[config.mk]
export PLATFORM = sky130hd
export DESIGN_NAME = planar_tile_to_packed_nibble_raster_core
export DESIGN_NICKNAME = d
export VERILOG_FILES = /design/src/hw/rtl/ptpn_pkg.sv /design/src/hw/rtl/ptpn_front.sv /design/src/hw/rtl/ptpn_queue.sv /design/src/hw/rtl/ptpn_back.sv /design/src/hw/rtl/planar_tile_to_packed_nibble_raster_core.sv
export SDC_FILE = /design/constraint.sdc
export NUM_CORES = 1
export LEC_CHECK = 0
export BUFFER_PORTS_ARGS = -buffer_cell sky130_fd_sc_hd__clkbuf_2
export CELL_PAD_IN_SITES_DETAIL_PLACEMENT = 1
export CELL_PAD_IN_SITES_GLOBAL_PLACEMENT = 2
export CORE_UTILIZATION = 39
export CTS_CLUSTER_SIZE = 30
export DETAILED_ROUTE_END_ITERATION = 7
export GPL_TIMING_DRIVEN = 1
export PLACE_DENSITY_LB_ADDON = 0.1
export SYNTH_ARGS = -nofsm -noshare
export SYNTH_HDL_FRONTEND = slang
export SYNTH_HIERARCHICAL = 1
export SYNTH_SLANG_ARGS = --single-unit
export TNS_END_PERCENT = 30
[constraint.sdc]
create_clock -name clk_i -period 5.7 [get_ports clk_i]
set_input_delay 0.57 -clock clk_i [delete_from_list [all_inputs] [get_ports clk_i]]
set_output_delay 0.57 -clock clk_i [all_outputs]
set_load 0.005 [all_outputs]
[src/hw/rtl/ptpn_pkg.sv]
`timescale 1ns / 1ps
// ----------------------------------------------------------------------------
// ptpn_pkg: shared types and constants for the planar tile to packed nibble
// raster core.
// ----------------------------------------------------------------------------
package ptpn_pkg;

  localparam int unsigned IMAGE_BYTES_DEF = 8192;

  localparam int unsigned PLANE_W   = 8;
  localparam int unsigned PIXELS_W  = 32;
  localparam int unsigned TILE_W    = 8;   // width/height/column/row counters
  localparam int unsigned ROW_W     = 3;   // row inside a tile
  localparam int unsigned DIST_W    = 13;  // rows from bottom, modulo 2^13
  localparam int unsigned STRIDE_W  = 10;  // width_tiles * 4
  localparam int unsigned PROD_W    = DIST_W + STRIDE_W;
  localparam int unsigned ADDR_W    = 13;
  localparam int unsigned CFG_IDX_W = 8;
  localparam int unsigned CFG_DAT_W = 8;

  localparam logic [TILE_W-1:0] WIDTH_RESET  = 8'd16;
  localparam logic [TILE_W-1:0] HEIGHT_RESET = 8'd16;

  // configuration register indexes
  localparam logic [CFG_IDX_W-1:0] REG_WIDTH_TILES    = 8'd0;
  localparam logic [CFG_IDX_W-1:0] REG_HEIGHT_TILES   = 8'd1;
  localparam logic [CFG_IDX_W-1:0] REG_TWO_PLANE_MODE = 8'd2;

  // one classified tile row, handed from the front to the back
  typedef struct packed {
    logic [PIXELS_W-1:0] pixels;
    logic [DIST_W-1:0]   lines_below;  // height*8 - 1 - y, low bits
    logic [STRIDE_W-1:0] stride;       // bytes per raster line
    logic [STRIDE_W-1:0] col_ofs;      // tile_column * 4
    logic                beyond;       // counters outside the image
    logic                last;
  } row_entry_t;

  // planar to chunky: pixel x takes bit 7-x of each plane
  function automatic logic [PIXELS_W-1:0] pack_row(
    input logic [PLANE_W-1:0] p0,
    input logic [PLANE_W-1:0] p1,
    input logic [PLANE_W-1:0] p2,
    input logic [PLANE_W-1:0] p3,
    input logic               two_plane
  );
    logic [PIXELS_W-1:0] res;
    logic [3:0]          nib;
    res = '0;
    for (int x = 0; x < 8; x++) begin
      nib = {p3[7-x] & ~two_plane, p2[7-x] & ~two_plane, p1[7-x], p0[7-x]};
      // byte x/2, even pixel in the high nibble
      res[8*(x/2) + 4*(1 - (x%2)) +: 4] = nib;
    end
    return res;
  endfunction

endpackage

[src/hw/rtl/ptpn_front.sv]
`timescale 1ns / 1ps
// ----------------------------------------------------------------------------
// ptpn_front: config registers, position counters and bit shuffle
// Takes tile row beats, packs the pixels and tags each with its raster
// position terms before handing it to the queue.
// ----------------------------------------------------------------------------
module ptpn_front (
  input  logic                                clk_i,
  input  logic                                rst_ni,
  input  logic                                in_valid_i,
  output logic                                in_ready_o,
  input  logic [ptpn_pkg::PLANE_W-1:0]        plane0_bits_i,
  input  logic [ptpn_pkg::PLANE_W-1:0]        plane1_bits_i,
  input  logic [ptpn_pkg::PLANE_W-1:0]        plane2_bits_i,
  input  logic [ptpn_pkg::PLANE_W-1:0]        plane3_bits_i,
  input  logic                                cfg_valid_i,
  output logic                                cfg_ready_o,
  input  logic [ptpn_pkg::CFG_IDX_W-1:0]      cfg_index_i,
  input  logic [ptpn_pkg::CFG_DAT_W-1:0]      cfg_data_i,
  output logic                                push_o,
  output ptpn_pkg::row_entry_t                push_entry_o,
  input  logic                                push_ready_i
);

  localparam logic [ptpn_pkg::ROW_W-1:0] ROW_LAST = '1;

  logic [ptpn_pkg::TILE_W-1:0] width_q, height_q;
  logic                        two_plane_q;
  logic [ptpn_pkg::ROW_W-1:0]  row_q, row_d;
  logic [ptpn_pkg::TILE_W-1:0] col_q, col_d;
  logic [ptpn_pkg::TILE_W-1:0] trow_q, trow_d;

  logic                        accept;
  logic                        col_end, row_end;
  logic [ptpn_pkg::TILE_W+ptpn_pkg::ROW_W-1:0] y_pos, h_lines;

  assign cfg_ready_o = 1'b1;
  assign in_ready_o  = push_ready_i;
  assign accept      = in_valid_i & push_ready_i;
  assign push_o      = accept;

  always_ff @(posedge clk_i or negedge rst_ni) begin
    if (!rst_ni) begin
      width_q     <= ptpn_pkg::WIDTH_RESET;
      height_q    <= ptpn_pkg::HEIGHT_RESET;
      two_plane_q <= 1'b0;
    end else if (cfg_valid_i) begin
      case (cfg_index_i)
        ptpn_pkg::REG_WIDTH_TILES:    width_q     <= cfg_data_i[ptpn_pkg::TILE_W-1:0];
        ptpn_pkg::REG_HEIGHT_TILES:   height_q    <= cfg_data_i[ptpn_pkg::TILE_W-1:0];
        ptpn_pkg::REG_TWO_PLANE_MODE: two_plane_q <= cfg_data_i[0];
        default: ;
      endcase
    end
  end

  // wrap tests compare with >= so a zero size still returns to zero
  assign col_end = ({1'b0, col_q} + 9'd1) >= {1'b0, width_q};
  assign row_end = ({1'b0, trow_q} + 9'd1) >= {1'b0, height_q};

  always_comb begin
    row_d  = row_q;
    col_d  = col_q;
    trow_d = trow_q;
    if (row_q == ROW_LAST) begin
      row_d = '0;
      if (col_end) begin
        col_d  = '0;
        trow_d = row_end ? '0 : trow_q + 8'd1;
      end else begin
        col_d = col_q + 8'd1;
      end
    end else begin
      row_d = row_q + 3'd1;
    end
  end

  always_ff @(posedge clk_i or negedge rst_ni) begin
    if (!rst_ni) begin
      row_q  <= '0;
      col_q  <= '0;
      trow_q <= '0;
    end else if (accept) begin
      row_q  <= row_d;
      col_q  <= col_d;
      trow_q <= trow_d;
    end
  end

  assign y_pos   = {trow_q, row_q};
  assign h_lines = {height_q, 3'b000};

  always_comb begin
    push_entry_o.pixels      = ptpn_pkg::pack_row(plane0_bits_i, plane1_bits_i,
                                                  plane2_bits_i, plane3_bits_i,
                                                  two_plane_q);
    // goes negative only when the row counter is beyond the image
    push_entry_o.lines_below = {2'b00, h_lines} - 13'd1 - {2'b00, y_pos};
    push_entry_o.stride      = {width_q, 2'b00};
    push_entry_o.col_ofs     = {col_q, 2'b00};
    push_entry_o.beyond      = (col_q >= width_q) | (trow_q >= height_q);
    push_entry_o.last        = (row_q == ROW_LAST) & col_end & row_end;
  end

endmodule

[src/hw/rtl/ptpn_queue.sv]
`timescale 1ns / 1ps
// ----------------------------------------------------------------------------
// ptpn_queue: two-entry queue between front and back
// Full rate in both directions; decouples front stalls from back stalls.
// ----------------------------------------------------------------------------
module ptpn_queue (
  input  logic                 clk_i,
  input  logic                 rst_ni,
  input  logic                 push_i,
  input  ptpn_pkg::row_entry_t push_entry_i,
  output logic                 push_ready_o,
  output logic                 pop_valid_o,
  output ptpn_pkg::row_entry_t pop_entry_o,
  input  logic                 pop_i
);

  ptpn_pkg::row_entry_t slot_q [2];
  logic                 wr_q, rd_q;
  logic [1:0]           count_q;
  logic                 do_pop;

  assign push_ready_o = (count_q != 2'd2);
  assign pop_valid_o  = (count_q != 2'd0);
  assign pop_entry_o  = slot_q[rd_q];
  assign do_pop       = pop_i & pop_valid_o;

  always_ff @(posedge clk_i) begin
    if (push_i) begin
      slot_q[wr_q] <= push_entry_i;
    end
  end

  always_ff @(posedge clk_i or negedge rst_ni) begin
    if (!rst_ni) begin
      wr_q    <= 1'b0;
      rd_q    <= 1'b0;
      count_q <= '0;
    end else begin
      if (push_i) wr_q <= ~wr_q;
      if (do_pop) rd_q <= ~rd_q;
      count_q <= count_q + {1'b0, push_i} - {1'b0, do_pop};
    end
  end

endmodule

[src/hw/rtl/ptpn_back.sv]
`timescale 1ns / 1ps
// ----------------------------------------------------------------------------
// ptpn_back: raster address pipeline and output register
// Stage one multiplies line distance by stride; stage two adds the column
// offset, checks the buffer bound and holds the result beat.
// ----------------------------------------------------------------------------
module ptpn_back #(
  parameter int unsigned IMAGE_BYTES = ptpn_pkg::IMAGE_BYTES_DEF
) (
  input  logic                                clk_i,
  input  logic                                rst_ni,
  input  logic                                pop_valid_i,
  input  ptpn_pkg::row_entry_t                pop_entry_i,
  output logic                                pop_o,
  output logic                                out_valid_o,
  input  logic                                out_ready_i,
  output logic [ptpn_pkg::ADDR_W-1:0]         byte_address_o,
  output logic [ptpn_pkg::PIXELS_W-1:0]       packed_pixels_o,
  output logic                                out_of_range_o,
  output logic                                last_of_image_o
);

  localparam int unsigned CMP_W = ptpn_pkg::PROD_W + 1;
  localparam logic [CMP_W-1:0] LIMIT = CMP_W'(IMAGE_BYTES);

  // stage one
  logic                           s1_valid_q;
  logic [ptpn_pkg::PROD_W-1:0]    s1_prod_q;
  logic [ptpn_pkg::STRIDE_W-1:0]  s1_col_q;
  logic [ptpn_pkg::PIXELS_W-1:0]  s1_pixels_q;
  logic                           s1_beyond_q, s1_last_q;
  logic                           s1_ready, s1_load;

  // stage two (output register)
  logic                           s2_valid_q;
  logic [ptpn_pkg::ADDR_W-1:0]    s2_addr_q;
  logic [ptpn_pkg::PIXELS_W-1:0]  s2_pixels_q;
  logic                           s2_oor_q, s2_last_q;
  logic                           s2_ready, s2_load;
  logic [ptpn_pkg::PROD_W-1:0]    addr_full;
  logic                           oor;

  assign s2_ready = ~s2_valid_q | out_ready_i;
  assign s1_ready = ~s1_valid_q | s2_ready;
  assign pop_o    = s1_ready;
  assign s1_load  = s1_ready & pop_valid_i;
  assign s2_load  = s2_ready & s1_valid_q;

  always_ff @(posedge clk_i or negedge rst_ni) begin
    if (!rst_ni) begin
      s1_valid_q <= 1'b0;
      s2_valid_q <= 1'b0;
    end else begin
      if (s1_ready) s1_valid_q <= pop_valid_i;
      if (s2_ready) s2_valid_q <= s1_valid_q;
    end
  end

  always_ff @(posedge clk_i) begin
    if (s1_load) begin
      s1_prod_q   <= ptpn_pkg::PROD_W'(pop_entry_i.lines_below) *
                     ptpn_pkg::PROD_W'(pop_entry_i.stride);
      s1_col_q    <= pop_entry_i.col_ofs;
      s1_pixels_q <= pop_entry_i.pixels;
      s1_beyond_q <= pop_entry_i.beyond;
      s1_last_q   <= pop_entry_i.last;
    end
  end

  // exact when inside the image; only the low bits matter otherwise
  assign addr_full = s1_prod_q + ptpn_pkg::PROD_W'(s1_col_q);
  assign oor       = s1_beyond_q | (({1'b0, addr_full} + CMP_W'(3)) >= LIMIT);

  always_ff @(posedge clk_i) begin
    if (s2_load) begin
      s2_addr_q   <= addr_full[ptpn_pkg::ADDR_W-1:0];
      s2_pixels_q <= s1_pixels_q;
      s2_oor_q    <= oor;
      s2_last_q   <= s1_last_q;
    end
  end

  assign out_valid_o     = s2_valid_q;
  assign byte_address_o  = s2_addr_q;
  assign packed_pixels_o = s2_pixels_q;
  assign out_of_range_o  = s2_oor_q;
  assign last_of_image_o = s2_last_q;

endmodule

[src/hw/rtl/planar_tile_to_packed_nibble_raster_core.sv]
`timescale 1ns / 1ps
// ----------------------------------------------------------------------------
// planar_tile_to_packed_nibble_raster_core: 4bpp planar tile rows to packed
// nibble bytes with bottom-up raster addresses.
// ----------------------------------------------------------------------------
// Usage:
//  - Input channel (in_valid_i/in_ready_o): one beat is one 8-pixel tile row
//    as four bitplane bytes. Rows of a tile top to bottom, tiles left to
//    right, tile rows top to bottom.
//  - Output channel (out_valid_o/out_ready_i): one beat per input beat with
//    the 32-bit packed row, the byte address of its first byte in a
//    bottom-up raster, an out-of-range flag and an end-of-image flag.
//  - Config channel (cfg_valid_i/cfg_ready_o): index 0 width in tiles,
//    1 height in tiles, 2 two-plane mode. Always ready; write only while
//    the block is drained. Other indexes are ignored.
//  - Path: a result passes the queue slot, the multiply stage and the
//    output register, in that order, after its input beat is taken.
//  - Throughput: one beat per cycle while the receiver is ready, set by the
//    combinational front and the two-stage address pipeline in the back.
//  - Receiver stall: the two-entry queue and pipeline stages fill; input
//    ready drops only once the queue is full. Nothing is dropped.
//  - Reset: size registers to 16x16 tiles, four-plane mode, position
//    counters to the top-left tile, all stages empty.
// ----------------------------------------------------------------------------
module planar_tile_to_packed_nibble_raster_core #(
  parameter int unsigned IMAGE_BYTES = ptpn_pkg::IMAGE_BYTES_DEF
) (
  input  logic                                clk_i,
  input  logic                                rst_ni,
  input  logic                                in_valid_i,
  output logic                                in_ready_o,
  input  logic [ptpn_pkg::PLANE_W-1:0]        plane0_bits_i,
  input  logic [ptpn_pkg::PLANE_W-1:0]        plane1_bits_i,
  input  logic [ptpn_pkg::PLANE_W-1:0]        plane2_bits_i,
  input  logic [ptpn_pkg::PLANE_W-1:0]        plane3_bits_i,
  input  logic                                cfg_valid_i,
  output logic                                cfg_ready_o,
  input  logic [ptpn_pkg::CFG_IDX_W-1:0]      cfg_index_i,
  input  logic [ptpn_pkg::CFG_DAT_W-1:0]      cfg_data_i,
  output logic                                out_valid_o,
  input  logic                                out_ready_i,
  output logic [ptpn_pkg::ADDR_W-1:0]         byte_address_o,
  output logic [ptpn_pkg::PIXELS_W-1:0]       packed_pixels_o,
  output logic                                out_of_range_o,
  output logic                                last_of_image_o
);

  // front -> queue
  logic                 push;
  logic                 push_ready;
  ptpn_pkg::row_entry_t push_entry;

  // queue -> back
  logic                 pop_valid;
  logic                 pop;
  ptpn_pkg::row_entry_t pop_entry;

  // Front: owns the config registers and position counters, so each row is
  // tagged with its position at accept time.
  ptpn_front u_front (
    .clk_i        (clk_i),
    .rst_ni       (rst_ni),
    .in_valid_i   (in_valid_i),
    .in_ready_o   (in_ready_o),
    .plane0_bits_i(plane0_bits_i),
    .plane1_bits_i(plane1_bits_i),
    .plane2_bits_i(plane2_bits_i),
    .plane3_bits_i(plane3_bits_i),
    .cfg_valid_i  (cfg_valid_i),
    .cfg_ready_o  (cfg_ready_o),
    .cfg_index_i  (cfg_index_i),
    .cfg_data_i   (cfg_data_i),
    .push_o       (push),
    .push_entry_o (push_entry),
    .push_ready_i (push_ready)
  );

  ptpn_queue u_queue (
    .clk_i       (clk_i),
    .rst_ni      (rst_ni),
    .push_i      (push),
    .push_entry_i(push_entry),
    .push_ready_o(push_ready),
    .pop_valid_o (pop_valid),
    .pop_entry_o (pop_entry),
    .pop_i       (pop)
  );

  // Back: address multiply, bound check and output register.
  ptpn_back #(
    .IMAGE_BYTES(IMAGE_BYTES)
  ) u_back (
    .clk_i          (clk_i),
    .rst_ni         (rst_ni),
    .pop_valid_i    (pop_valid),
    .pop_entry_i    (pop_entry),
    .pop_o          (pop),
    .out_valid_o    (out_valid_o),
    .out_ready_i    (out_ready_i),
    .byte_address_o (byte_address_o),
    .packed_pixels_o(packed_pixels_o),
    .out_of_range_o (out_of_range_o),
    .last_of_image_o(last_of_image_o)
  );

endmodule
==> summary.md <==
| Metric | Value |
|---|---|
| Status | `completed` |
| Via count | `between 9k and 10k` |
| Final worst-path cycle share | `99.6%` |
| Max Cap Viol | `0` |
| Max Slew Vio Count | `0` |
| ANT nets after route | `0` |
| Synth Area in Compound Gates | `5.81%` |
| Simple-Gate Fraction of Synth Area | `10.3%` |
| Clock Path Buffers | `3` |
| # nets final | `1693` |
| # setup viols final | `0` |
| First-pass DRT Iterations | `4` |
| Post-Synthesis Cells | `1286` |
| First-pass GRT wire length | `about 59000 um` |
| Clock Latency Late Sink | `0.54 ns` |
| Die Y-Extent | `roughly 210 um` |
| Crit start category | `flip-flop` |
| Post-synthesis sequential area ratio | `approximately 51%` |
| Kind of critical path | `flip-flop to flip-flop` |
| Wire per inst | `18.1 um` |
| Largest net degree at the start of global routing | `68` |
| Critical Path Source | `u_queue/rd_q$_DFFE_PN0P_` |
| Clock Sinks | `slightly below 300` |
| Row count | `75` |
| Adder-Cell Fraction of Synth Area | `19.1%` |
| CP Max Fanout | `4` |
| Slowest CP cell | `fa_1` |
| Final TNS setup | `0 ns` |
| Post-synthesis mux area share | `5.84%` |
| Buf+Inv Stages, Crit Path | `4` |
| Yosys synthesis warning count | `6` |
| Width of the chip | `~210 um` |
| Worst hold slack | `0.108 ns` |
| Die Area | `roughly 0.044 mm2` |
| Number of DRC markers in iteration 0 | `roughly 270` |
| Floorplan Core Area | `0.0420 mm2` |
| DRC | `0` |
| Cell area after synthesis | `0.0167 mm2` |
| CP max stage delay | `roughly 0.55 ns` |
| Post-Place Cell Area | `0.0180 mm2` |
| H-tree levels | `2` |
| Syn Area/Cell | `approximately 13 um2` |
| Worst-Margin Slew | `1.14 ns` |
| Total gr overflow | `0` |
| Final critical-path required period | `5.68 ns` |
| Worst Hold Class | `primary input to asynchronous set/reset pin` |
| Main synth FF type | `edfxtp_1` |
| Worst Path Required | `5.97 ns` |
| Most used cell along the critical path | `fa_1` |
| CP Cell Sequence | `bufbuf_16, mux2_4, and2_1, fa_1, fa_1, fa_1, fa_1, inv_2, fa_1, inv_2, ha_4, o21a_1, o22a_1, a41oi_4, buf_4, o311ai_4, a31o_1, a21oi_2, xnor2_1` |
| Final instance area | `0.0195 mm2` |
| TritonCTS Buffers | `34` |
| TritonCTS clock tree | `done` |
| Setup Skew | `0.0176 ns` |
| FMAX | `roughly 180 MHz` |
| GRT Total Usage | `17.2%` |
| Share of post-route cells with drive strength above 1 | `25.4%` |
| XOR/XNOR share of the synthesized area | `3.05%` |
| Main combinational cell family by area after synthesis | `adder cells` |
| Arrival @ worst endpoint | `between 5 and 6 ns` |
| Initial antenna violation count | `0` |
| EDFF count, synth | `248` |
| Routability cong. | `0.811` |
| Dpl hpwl | `27300 um` |
| Top Ports | `103` |
| CP top delay family | `adder cells` |
| Clock transition at path regs | `0.06 ns` |
| Worst r2r src | `u_queue/rd_q$_DFFE_PN0P_` |
| Ys async rst share | `14.5%` |
| Synth cell types | `between 70 and 80` |
| Vias in the first global route | `10.8k` |
| Starting Density | `39.7%` |
| P&R area growth vs syn | `17.2%` |
| Number of I/O port buffers | `101` |
| Final Hold Fails | `0` |
| Clock root buffer master | `clkbuf_16` |
| RSZ-0062 raised after global routing | `true` |
| Antenna diodes | `0` |
| DR vias/cell | `about 4.9` |
| Worst Setup End Kind | `flip-flop` |
| Final WL | `36300 um` |
| FF+latch count, synth | `290` |
| Slew Limit Headroom | `24.1%` |
==> through the flow <==
stage	utilization (%)	worst slack (ns)	cells
final	46.5	0.0217	2002
after global routing	46.5	-0.159	2002
after CTS	45.9	0.00304	2000
after detailed placement	42.8	-0.165	1931
after global placement	42.8	-0.120	1931
after floorplan	-	0.00210	1289
==> worst paths after layout <==
path                                                        endpoint  slack [ns]  depth (start not counted)
worst min register to register  u_back/packed_pixels_o[24]$_DFFE_PP_        0.42                          0
worst max register to register        u_back/s1_prod_q[22]$_DFFE_PP_        0.02                         19
max in group asynchronous                   u_queue/rd_q$_DFFE_PN0P_        5.12                          2
min in group clk_i                   u_queue/slot_q[1][55]$_DFFE_PP_        0.23                          1
worst max-delay path                  u_back/s1_prod_q[22]$_DFFE_PP_        0.02                         19
worst min-delay path                 u_front/height_q[2]$_DFFE_PN0P_        0.11                          2
==> cells in the mapped netlist, types with 4 or more instances <==
cell | count | area, um2
a211oi_1 | 7 | 52.6
a21o_1 | 14 | 105
a21oi_1 | 26 | 130
a311oi_1 | 4 | 35.0
and2_1 | 68 | 425
and3_1 | 6 | 37.5
buf_2 | 5 | 25.0
buf_4 | 22 | 165
clkbuf_1 | 23 | 86.3
dfrtp_1 | 40 | 1000
edfxtp_1 | 248 | 7450
fa_1 | 87 | 1740
ha_1 | 115 | 1440
inv_1 | 125 | 469
mux2_2 | 57 | 642
mux2_4 | 20 | 300
nand2_1 | 121 | 454
nand2b_1 | 15 | 93.8
nand3_1 | 17 | 85.1
nand4_1 | 9 | 56.3
nor2_1 | 34 | 128
nor2b_1 | 23 | 144
nor3_1 | 18 | 90.1
o21a_1 | 9 | 67.6
o21ai_0 | 31 | 155
o21ai_1 | 4 | 20.0
o22ai_1 | 4 | 25.0
xnor2_1 | 42 | 368
xor2_1 | 16 | 140
==> per-layer routing <==
metal / wire (um) / vias to the layer above / share of wire [%] / track usage [%]
li1: - / 4769 / - / -
met5: 0 / - / 0 / 0
met1: 16200 / 4929 / 45 / 22.0
met3: 924 / 56 / 2.5 / 2.69
met2: 18300 / 103 / 51 / 30.1
met4: 771 / 0 / 2.1 / 4.84
==> flip-flops by register name, indices dropped and copies added (netlist names), 2 cells and up <==
name / count
u_front/col_q: 8
u_front/height_q: 8
u_front/trow_q: 8
u_back/s1_pixels_q: 32
u_front/row_q: 3
u_queue/count_q: 2
u_queue/slot_q: 134
u_back/byte_address_o: 13
u_back/s1_col_q: 10
u_back/s1_prod_q: 23
u_back/packed_pixels_o: 32
u_front/width_q: 8
==> cell families after synthesis <==
logic type	Yosys count
buffers and inverters	181
AO/OA/AOI/OAI	135
multiplexers	80
AND/OR/NAND/NOR	338
flip-flops	290
XOR/XNOR	58
adder cells (fa/ha/maj)	202
other	2
==> cells in the final DEF, fill, tap and decap left out, drive strengths merged, types with 40 or more instances in the layout <==
| cell type | count |
|---|---|
| and2 | 71 |
| buf | 67 |
| clkbuf | 140 |
| dfrtp | 40 |
| edfxtp | 248 |
| fa | 87 |
| ha | 115 |
| inv | 128 |
| mux2 | 78 |
| nand2 | 121 |
| xnor2 | 42 |
==> final cells by class <==
| cell class | count | area (um2) |
|---|---|---|
| clock buffers | 39 | 880 |
| clock inverters | 22 | 240 |
| fillers | 4357 | 22500 |
| inverters | 125 | 469 |
| multi-input cells | 818 | 7660 |
| flip-flops and latches | 290 | 8500 |
| well taps | 539 | 674 |
| repair buffers | 169 | 1110 |
==> repair_timing <==
item,CTS,global route
hold buffers,0,0
buffers inserted,7,2
pin swaps,16,23
hold endpoints to repair,0,0
gates resized for setup,20,49
setup endpoints to repair,4,11
cloned,1,0
Power is not shown: default switching activity piles up to over one toggle a cycle in this logic, so the estimate is an artifact.
